## src/hw/rtl/tnrf_pkg.sv

```systemverilog
// shared types and constants of the telnet receive filter
`default_nettype none

package tnrf_pkg;

  // telnet byte codes
  localparam logic [7:0] BYTE_IAC     = 8'd255;
  localparam logic [7:0] BYTE_DONT    = 8'd254;
  localparam logic [7:0] BYTE_DO      = 8'd253;
  localparam logic [7:0] BYTE_SB      = 8'd250;
  localparam logic [7:0] BYTE_SE      = 8'd240;
  localparam logic [7:0] BYTE_CMD_LO  = 8'd236;
  localparam logic [7:0] BYTE_NUL     = 8'd0;

  // option codes
  localparam logic [7:0] OPT_SGA      = 8'd3;
  localparam logic [7:0] OPT_EOR      = 8'd25;
  localparam logic [7:0] OPT_NAWS     = 8'd31;
  localparam logic [7:0] OPT_MXP      = 8'd91;
  localparam logic [7:0] OPT_GMCP     = 8'd201;

  // option flag bit positions
  localparam int FLAG_EOR  = 0;
  localparam int FLAG_GMCP = 1;
  localparam int FLAG_MXP  = 2;
  localparam int FLAG_GA   = 3;

  localparam logic [2:0]  NAWS_BYTES    = 3'd4;
  localparam logic [15:0] SEQ_LEN_MAX   = 16'hFFFF;
  localparam logic [15:0] MAX_LEN_RESET = 16'd4096;

  // parser states, one-hot
  typedef enum logic [5:0] {
    ST_DATA   = 6'b000001,
    ST_IAC    = 6'b000010,
    ST_OPT    = 6'b000100,
    ST_SBOPT  = 6'b001000,
    ST_SBBODY = 6'b010000,
    ST_SBIAC  = 6'b100000
  } parser_state_t;

  // parser context carried from byte to byte
  typedef struct packed {
    parser_state_t pst;
    logic [7:0]    command_byte;
    logic [7:0]    sub_option;
    logic [2:0]    naws_index;
    logic [15:0]   cols;
    logic [15:0]   rows;
    logic [3:0]    flags;
    logic [15:0]   seq_length;
  } parser_ctx_t;

  // one result item
  typedef struct packed {
    logic        overflow;
    logic [3:0]  option_flags;
    logic [15:0] window_rows;
    logic [15:0] window_cols;
    logic        size_update;
    logic [7:0]  data_byte;
    logic        data_valid;
  } result_t;

endpackage

`default_nettype wire

```

## src/hw/rtl/telnet_receive_filter.sv

```systemverilog
// top level of the telnet receive filter: input register, parser, result register
// a request accepted into the input register passes the parser step into the result register, which drives m_tdata
// throughput: one byte per cycle while no result is held, set by the single parser step between registers
// a full result register stalls the input register, which then holds one request
// reset (synchronous, rst high): parser in data state, all context zero,
// max_sequence_len 4096, no request or result held
`default_nettype none

module telnet_receive_filter (
  input  wire logic        clk,
  input  wire logic        rst,
  // input stream
  input  wire logic        s_tvalid,
  output logic             s_tready,
  input  wire logic [7:0]  s_tdata,   // [7:0] rx_byte
  // result stream
  output logic             m_tvalid,
  input  wire logic        m_tready,
  output logic [47:0]      m_tdata,   // [0] data_valid, [8:1] data_byte, [9] size_update,
                                      // [25:10] window_cols, [41:26] window_rows,
                                      // [45:42] option_flags, [46] overflow, [47] zero
  // max_sequence_len write channel
  input  wire logic        cfg_valid,
  output logic             cfg_ready,
  input  wire logic [15:0] cfg_data
);
  import tnrf_pkg::*;

  logic        in_valid;
  logic [7:0]  in_byte;
  logic [15:0] max_len;
  parser_ctx_t ctx;
  parser_ctx_t ctx_next;
  result_t     res_next;
  result_t     res;
  logic        advance;

  // handshake control
  assign advance   = in_valid && (!m_tvalid || m_tready);
  assign s_tready  = !in_valid || advance;
  assign cfg_ready = 1'b1;

  // configuration register
  always_ff @(posedge clk) begin
    if (rst) begin
      max_len <= MAX_LEN_RESET;
    end else if (cfg_valid) begin
      max_len <= cfg_data;
    end
  end

  // input register
  always_ff @(posedge clk) begin
    if (rst) begin
      in_valid <= 1'b0;
    end else if (s_tready) begin
      in_valid <= s_tvalid;
    end
  end

  always_ff @(posedge clk) begin
    if (s_tvalid && s_tready) begin
      in_byte <= s_tdata;
    end
  end

  // parser step
  tnrf_step u_step (
    .cur     (ctx),
    .rx_byte (in_byte),
    .max_len (max_len),
    .nxt     (ctx_next),
    .res     (res_next)
  );

  // parser context
  always_ff @(posedge clk) begin
    if (rst) begin
      ctx <= '{pst: ST_DATA, command_byte: 8'h00, sub_option: 8'h00, naws_index: 3'd0,
               cols: 16'h0000, rows: 16'h0000, flags: 4'h0, seq_length: 16'h0000};
    end else if (advance) begin
      ctx <= ctx_next;
    end
  end

  // result register
  always_ff @(posedge clk) begin
    if (rst) begin
      m_tvalid <= 1'b0;
    end else if (advance) begin
      m_tvalid <= 1'b1;
    end else if (m_tready) begin
      m_tvalid <= 1'b0;
    end
  end

  always_ff @(posedge clk) begin
    if (advance) begin
      res <= res_next;
    end
  end

  assign m_tdata = {1'b0, res};

  // overflow always returns the parser to data state
  a_ovf_to_data: assert property (@(posedge clk) disable iff (rst)
    advance && res_next.overflow |=> ctx.pst == ST_DATA)
    else $error("parser not in data state after overflow");

  // input side only stalls behind a held result
  a_stall_cause: assert property (@(posedge clk) disable iff (rst)
    !s_tready |-> in_valid && m_tvalid && !m_tready)
    else $error("input stalled without a held result");

  // a delivered data byte is never NUL
  a_no_nul: assert property (@(posedge clk) disable iff (rst)
    m_tvalid && res.data_valid |-> res.data_byte != BYTE_NUL)
    else $error("NUL byte delivered as data");

  // register write lands
  a_cfg_write: assert property (@(posedge clk) disable iff (rst)
    cfg_valid && cfg_ready |=> max_len == $past(cfg_data))
    else $error("max_sequence_len write lost");

endmodule

`default_nettype wire

```

## src/hw/rtl/tnrf_step.sv

```systemverilog
// next-context and result logic for one received byte
`default_nettype none

module tnrf_step (
  input  wire tnrf_pkg::parser_ctx_t cur,
  input  wire logic [7:0]            rx_byte,
  input  wire logic [15:0]           max_len,
  output tnrf_pkg::parser_ctx_t      nxt,
  output tnrf_pkg::result_t          res
);
  import tnrf_pkg::*;

  logic        active;
  logic [15:0] len;
  logic        body_en;
  logic [7:0]  body_val;

  // pending sequence length including this byte
  always_comb begin
    active = (cur.pst != ST_DATA) || (rx_byte == BYTE_IAC);
    if (cur.pst == ST_DATA) begin
      len = 16'd1;
    end else if (cur.seq_length == SEQ_LEN_MAX) begin
      len = SEQ_LEN_MAX;
    end else begin
      len = cur.seq_length + 16'd1;
    end
  end

  // parser transition
  always_comb begin
    nxt      = cur;
    res      = '0;
    body_en  = 1'b0;
    body_val = rx_byte;
    if (active && (len > max_len)) begin
      res.overflow   = 1'b1;
      nxt.pst        = ST_DATA;
      nxt.seq_length = '0;
    end else begin
      if (active) begin
        nxt.seq_length = len;
      end
      unique case (cur.pst)
        ST_DATA: begin
          if (rx_byte == BYTE_IAC) begin
            nxt.pst = ST_IAC;
          end else if (rx_byte != BYTE_NUL) begin
            res.data_valid = 1'b1;
            res.data_byte  = rx_byte;
          end
        end
        ST_IAC: begin
          if (rx_byte == BYTE_IAC) begin
            res.data_valid = 1'b1;
            res.data_byte  = BYTE_IAC;
            nxt.pst        = ST_DATA;
          end else if (rx_byte > BYTE_SB) begin
            nxt.command_byte = rx_byte;
            nxt.pst          = ST_OPT;
          end else if (rx_byte == BYTE_SB) begin
            nxt.pst = ST_SBOPT;
          end else begin
            // a byte below the command range is handled as data
            if ((rx_byte < BYTE_CMD_LO) && (rx_byte != BYTE_NUL)) begin
              res.data_valid = 1'b1;
              res.data_byte  = rx_byte;
            end
            nxt.pst = ST_DATA;
          end
        end
        ST_OPT: begin
          if (cur.command_byte == BYTE_DO) begin
            if (rx_byte == OPT_EOR) begin
              nxt.flags[FLAG_EOR] = 1'b1;
            end else if (rx_byte == OPT_GMCP) begin
              nxt.flags[FLAG_GMCP] = 1'b1;
            end else if (rx_byte == OPT_MXP) begin
              nxt.flags[FLAG_MXP] = 1'b1;
            end
          end else if ((cur.command_byte == BYTE_DONT) && (rx_byte == OPT_SGA)) begin
            nxt.flags[FLAG_GA] = 1'b1;
          end
          nxt.pst = ST_DATA;
        end
        ST_SBOPT: begin
          nxt.sub_option = rx_byte;
          nxt.naws_index = '0;
          if (rx_byte == OPT_NAWS) begin
            nxt.cols = '0;
            nxt.rows = '0;
          end
          nxt.pst = ST_SBBODY;
        end
        ST_SBBODY: begin
          if (rx_byte == BYTE_IAC) begin
            nxt.pst = ST_SBIAC;
          end else begin
            body_en = 1'b1;
          end
        end
        ST_SBIAC: begin
          if (rx_byte == BYTE_SE) begin
            res.size_update = (cur.sub_option == OPT_NAWS);
            nxt.pst         = ST_DATA;
          end else begin
            // escaped body byte
            body_en  = 1'b1;
            body_val = BYTE_IAC;
            nxt.pst  = ST_SBBODY;
          end
        end
        default: begin
          nxt.pst = ST_DATA;
        end
      endcase

      // naws body decode
      if (body_en && (cur.sub_option == OPT_NAWS) && (cur.naws_index < NAWS_BYTES)) begin
        case (cur.naws_index[1:0])
          2'd0:    nxt.cols = {body_val, 8'h00};
          2'd1:    nxt.cols = {cur.cols[15:8], cur.cols[7:0] | body_val};
          2'd2:    nxt.rows = {body_val, 8'h00};
          default: nxt.rows = {cur.rows[15:8], cur.rows[7:0] | body_val};
        endcase
        nxt.naws_index = cur.naws_index + 3'd1;
      end

      if (nxt.pst == ST_DATA) begin
        nxt.seq_length = '0;
      end
    end
    res.window_cols  = nxt.cols;
    res.window_rows  = nxt.rows;
    res.option_flags = nxt.flags;
  end

endmodule

`default_nettype wire
```

## config.mk

```make
export PLATFORM = sky130hd
export DESIGN_NAME = telnet_receive_filter
export DESIGN_NICKNAME = d
export VERILOG_FILES = /design/src/hw/rtl/tnrf_pkg.sv /design/src/hw/rtl/telnet_receive_filter.sv /design/src/hw/rtl/tnrf_step.sv
export SDC_FILE = /design/constraint.sdc
export NUM_CORES = 1
export LEC_CHECK = 0
export ABC_CLOCK_PERIOD_IN_PS = 4600
export BUFFER_PORTS_ARGS = -buffer_cell sky130_fd_sc_hd__buf_2
export CORE_UTILIZATION = 39
export DETAILED_ROUTE_END_ITERATION = 6
export PLACE_DENSITY_LB_ADDON = 0.2
export SLEW_MARGIN = 20
export SYNTH_ARGS = -nofsm -noshare
export SYNTH_HDL_FRONTEND = slang
export SYNTH_HIERARCHICAL = 1
export SYNTH_SLANG_ARGS = --single-unit
```

## constraint.sdc

```tcl
create_clock -name clk -period 4.6 [get_ports clk]
set_clock_uncertainty 0.05 [all_clocks]
set_input_delay 0.92 -clock clk [delete_from_list [all_inputs] [get_ports clk]]
set_output_delay 0.92 -clock clk [all_outputs]
set_load 0.01 [all_outputs]
```

* Word level (Yosys, flattened, before mapping)
Cells that the tools add are included.
** Cells by class
- Add/sub/neg operators :: 2
- $mul :: 0
- Div/mod/pow operators :: 0
- $lt $le $gt $ge :: 4
- Eq/ne operators :: 22
- Shift-type cells :: 0
- Multiplexer cells :: 46
- Bitwise operators :: 6
- Reductions and logical operators :: 23
** Operator list (number)
- $mux W16 :: 5
- $mux W35 :: 2
- $pmux W16 S2 :: 2
- $mux W9 :: 6
- $eq A8 B8 Y1 const B :: 6
- $mux W36 :: 1
- $mux W6 :: 6
- $mux W32 :: 1
- $pmux W6 S5 :: 1
- $eq A8 B5 Y1 const B :: 3
- $mux W8 :: 3
- $pmux W9 S2 :: 1
- $add A16 B1 Y16 const B :: 1
- $eq A16 B16 Y1 const B :: 1
- $gt A16 B16 Y1 :: 1
- $or A8 B8 Y8 :: 2
- $eq A6 B1 Y1 const B :: 2
- $mux W1 :: 12
- $eq A8 B2 Y1 const B :: 1
- $eq A8 B7 Y1 const B :: 1
- $gt A8 B8 Y1 const B :: 1
- $lt A8 B8 Y1 const B :: 1
- $mux W4 :: 2
- $reduce_bool A8 Y1 :: 1
- 26 further kinds :: 40
** Word-level totals
- Flip-flop bits (word level) :: 150
- Bits in latches :: 0
- RAM bits :: 0
- Bits in read-only memories :: 0
- Input bits :: 29
- Output and inout port bits :: 51
- Word-level logic and storage cells :: 122
- Memories kept :: 0

* Longest topological paths before layout
- Depth in word-level cells :: 10
- Mapped depth :: 19
- Depth with buffers taken out :: 17

* By module
Netlist, hierarchy kept.
** Modules (own cells, without submodules)
- telnet_receive_filter :: instances 1, cells an instance 455, area an instance 5749.3 um^2, seq. area each 3553.4 um^2
- tnrf_step :: instances 1, cells an instance 488, area an instance 3110.5 um^2, seq. area each 0.0 um^2

* Worst setup path after synthesis
Ideal clock, no wire load.
- Path kind :: register -> register
- From :: register ctx[0] (netlist name)
- To :: register res (netlist bit m_tdata[29]) (data pin)
- Setup time :: 0.126 ns
- Data arrival time :: 3.793 ns
- Path slack :: 0.631 ns
- Stages on the path, launching flop included :: 19
- Buffers on the path :: 6
- Clock period less this slack :: 3.969 ns
- Path through :: dfxtp_1 -> ha_1 -> and3_1 -> and2_1 -> clkbuf_1 -> nand3_1 -> clkbuf_1 -> clkbuf_1 -> a21oi_1 -> ha_1 -> a21o_1 -> a21oi_1 -> o221ai_1 -> o31ai_1 -> buf_2 -> clkbuf_1 -> o211ai_1 -> a21oi_1 -> buf_4
** RTL lines
- start, declared :: line telnet_receive_filter.sv:32 : parser_ctx_t ctx;
- start signal, assigned :: line telnet_receive_filter.sv:79 : ctx <= '{pst: ST_DATA, command_byte: 8'h00, sub_option: 8'h00, naws_index: 3'd0,
- start signal, assigned :: line telnet_receive_filter.sv:82 : ctx <= ctx_next;
- end signal, assigned :: line telnet_receive_filter.sv:99 : res <= res_next;
- end, declared :: line telnet_receive_filter.sv:35 : result_t res;

* Final worst setup path
- From :: register ctx[0] (netlist name)
- To :: register ctx[65] (netlist name)
** On the way
- Word-level cells in the longest chain between the ends :: 7
- Elaborated cells on any way between the ends :: 8
** RTL lines
- $add A16 B1 Y16 / $eq A16 B16 Y1 (equally long branches) :: line tnrf_step.sv:26, tnrf_step.sv:23
- $mux W16 (*) :: line tnrf_step.sv:23 : end else if (cur.seq_length == SEQ_LEN_MAX) begin
- $mux W16 (*) :: line tnrf_step.sv:21 : if (cur.pst == ST_DATA) begin
- $gt A16 B16 Y1 (*) :: line tnrf_step.sv:36 : if (active && (len > max_len)) begin
- $logic_and A1 B1 Y1 (*) :: line tnrf_step.sv:36
- $not A1 Y1 (no source line) (*)
- $reduce_and A5 Y1 (no source line) (*)
Every way passes the cells marked *; elsewhere a longest branch is shown, timed or not.
A chain may end at the register's enable or synchronous reset.

==> results.json <==
{
  "status": "finished with violations",
  "violations": "design-rule violations",
  "synth_top_area_share_pct": 21.47,
  "crit_fanout": 8,
  "fill_cells": 2180,
  "p_int_uw": 2264,
  "syn_inst": 943,
  "ant_nets": 0,
  "final_cell_mix": "nand2b_1 (161), dfxtp_1 (95), mux2i_1 (94)",
  "vdd_drop_max_uv": 227.6,
  "grt_pass1_wl_mm": 32.32,
  "track_usage_pct": 17.31,
  "synth_flop_cell": "dfxtp_1",
  "yosys.area.top_type": "dfxtp_1",
  "final_common_cell": "nand2b_1",
  "cts_tree": "yes",
  "synthAdderAreaFrac_pct": 2.966,
  "grt_max_degree": 116,
  "synthTopCellsByArea": "dfxtp_1 (21%), edfxtp_1 (19%), nand2b_1 (11%)",
  "hold_start": "ctx[25]",
  "wl_mm": 19.53,
  "period_share_pct": 94.99,
  "cts.root.buffer_cell": "clkbuf_16",
  "cp.arrival_ns": 4.60,
  "tns_ns": 0,
  "multi_input_area_um2": 4507,
  "antenna_found_initial": 0,
  "critical_path.reg2reg.startpoint": "ctx[0]",
  "dp_cells": 1217,
  "synth_top_family_by_area": "simple AND/OR/NAND/NOR gates",
  "h-tree-depth": 4,
  "yosysWarnings": 6,
  "fmax_ghz": 0.2289,
  "area_delta_synth_final_pct": 10.56,
  "vias": 6461,
  "layout.cells.non_filler": 1250,
  "die_w_um": 152.7,
  "syn-num-nets": 993,
  "whs_path_depth": 2,
  "initial_core_util_pct": 40.22,
  "drt-pass1-iter-count": 7,
  "grt_overflow": 0,
  "dpl.hpwl_mm": 13.13,
  "synth-simple-area-share_pct": 20.82,
  "comb_power_share_pct": 6.5,
  "power_leakage_uw": 0.003496,
  "wire_per_inst_um": 15.63,
  "avgSynthCellArea_um2": 9.395,
  "hold_viol": 0,
  "place.gp.congestion": 0.8682,
  "cts_buffer_depth": 2,
  "drc_errors": 3,
  "worst_slew_pin_slew_ns": 0.8677,
  "whs_endpoint": "ctx[25]",
  "nNetsFinal": 1007,
  "p_clk_share_pct": 46.2,
  "switching_share_pct": 25.13,
  "die_h_um": 152.7,
  "rows": 54,
  "drt-initial-drc-count": 498,
  "ff_latch_area_um2": 3553,
  "fin_crit_ns": 4.369,
  "hold_path_class": "flop to flop",
  "vias_per_cell": 5.169,
  "r2r_slack_ns": 0.23,
  "portBuffers": 77,
  "drive_gt1_share_pct": 17.94,
  "synthesis.area_um2": 8860,
  "r2r-end": "ctx[65]",
  "grt_pass1_vias": 6248,
  "power_frac_seq_pct": 47.3,
  "insertedDiodeCount": 0,
  "max_slew_margin_pct": 42.03,
  "cp-start-kind": "flop",
  "crit_type": "flop to flop",
  "ff2ff_path_depth": 16,
  "clock_latency_ns": 0.43,
  "p_switching_uw": 759.9,
  "cts_inserted_buffers": 17,
  "slew_viol_final": 0,
  "cp.required_ns": 4.83,
  "postSynth.asyncResetShare_pct": 0,
  "yosysSeqAreaShare_pct": 40.11,
  "floorplan.core_area_um2": 22030,
  "critPathCaptureType": "flop",
  "clock-sinks": 150,
  "clkSlewWorstSetupHoldPaths_ns": 0.07,
  "dieArea_um2": 23320,
  "ys_types": 61,
  "synth_compound_area_share_pct": 13.18,
  "rsz0062_at_grt": "no",
  "synth-seq-cells": 150,
  "power.density_nw_per_um2": 308.7,
  "synth-xor-area-share_pct": 1.285,
  "muxShareOfSynthArea_pct": 12.02,
  "cap_violations": 0,
  "io_pins": 80,
  "holdBufCountCts": 0,
  "synth_edf_count": 55,
  "setup_viol": 0
}
==> power groups by stage <==
stage	Sequential (uW)	Combinational (uW)	Clock, uW
global placement	1460	194	0
CTS	1430	197	1440
finish	1430	196	1400
floorplan	1460	136	0
global route	1430	213	1500
detailed placement	1460	196	0
==> sequential cells by signal, indices dropped and copies added (netlist names) <==
register / cells
ctx: 77
m_tdata: 47
max_len: 16
in_byte: 8
in_valid: 1
m_tvalid: 1
==> cells by family after synthesis <==
family | after synthesis
simple gates | 320
compound gates | 170
buf+inv | 162
flops | 150
mux | 105
fa+ha+maj | 21
xor+xnor | 13
other cells | 2
==> layout make-up <==
cell class | instances | share of cell area (%)
Clock buffer | 17 | 4.343
Clock inverter | 15 | 1.584
Inverter | 59 | 2.261
Multi-Input combinational cell | 631 | 46.01
Sequential cell | 150 | 36.28
Tap cell | 280 | 3.576
Timing Repair Buffer | 98 | 5.952
==> synthesized netlist by cell type, types with 16 or more instances <==
| cell | n |
|---|---|
| inv_1 | 59 |
| dfxtp_1 | 95 |
| a21oi_1 | 42 |
| buf_4 | 47 |
| o2111ai_1 | 16 |
| nor2_1 | 49 |
| clkbuf_1 | 37 |
| o21ai_0 | 36 |
| o211ai_1 | 20 |
| ha_1 | 21 |
| nand2b_1 | 161 |
| edfxtp_1 | 55 |
| nand2_1 | 17 |
| mux2i_1 | 94 |
==> repair_timing <==
action,in CTS,in global routing
endpoints found under the setup margin,0,74
resized for setup,0,4
buffers inserted,0,1
==> critical path, cell delays in order (launching register included) <==
cell and delay [ns]:
dfxtp_1 0.40, ha_1 0.24, and3_1 0.24, and2_2 0.25, and2_1 0.22, and3_1 0.19, mux2i_1 0.24, nor2_1 0.06
ha_1 0.30, nand4_1 0.16, o221ai_1 0.25, o31a_1 0.47, buf_4 0.19, a211oi_4 0.45, mux2_2 0.39, nand2b_1 0.07
mux2i_1 0.06
==> worst max-delay path by stage <==
stage / from / endpoint / cells after the start
after floorplan: ctx[0] / m_tdata[29] / 18
after global placement: ctx[0] / ctx[65] / 16
after detailed placement: ctx[0] / ctx[31] / 17
after CTS: ctx[0] / ctx[31] / 17
after global routing: ctx[0] / ctx[65] / 16
final: ctx[0] / ctx[65] / 16
==> layer usage <==
layer  vias up  track usage [%]  wire [um]
li1       3267                -          -
met1      3009            23.62       9714
met2       163            27.68       8730
met3        22            3.100        787
met4         0            5.532        299
met5         -                0          0
==> per-stage QoR <==
step / area (um2) / hold WS [ns] / utilization, % / total power [uW] / worst slack (ns)
floorplan: 8860 / 0.3953 / - / 1595 / 0.6310
global placement: 9195 / 0.4091 / 41.75 / 1655 / 0.3026
detailed placement: 9195 / 0.4124 / 41.75 / 1657 / 0.1325
CTS: 9776 / 0.4278 / 44.38 / 3066 / 0.08098
global route: 9796 / 0.4415 / 44.47 / 3144 / 0.03107
finish: 9796 / 0.4226 / 44.47 / 3024 / 0.2306
No activity file was read; power rests on OpenSTA's default activity.
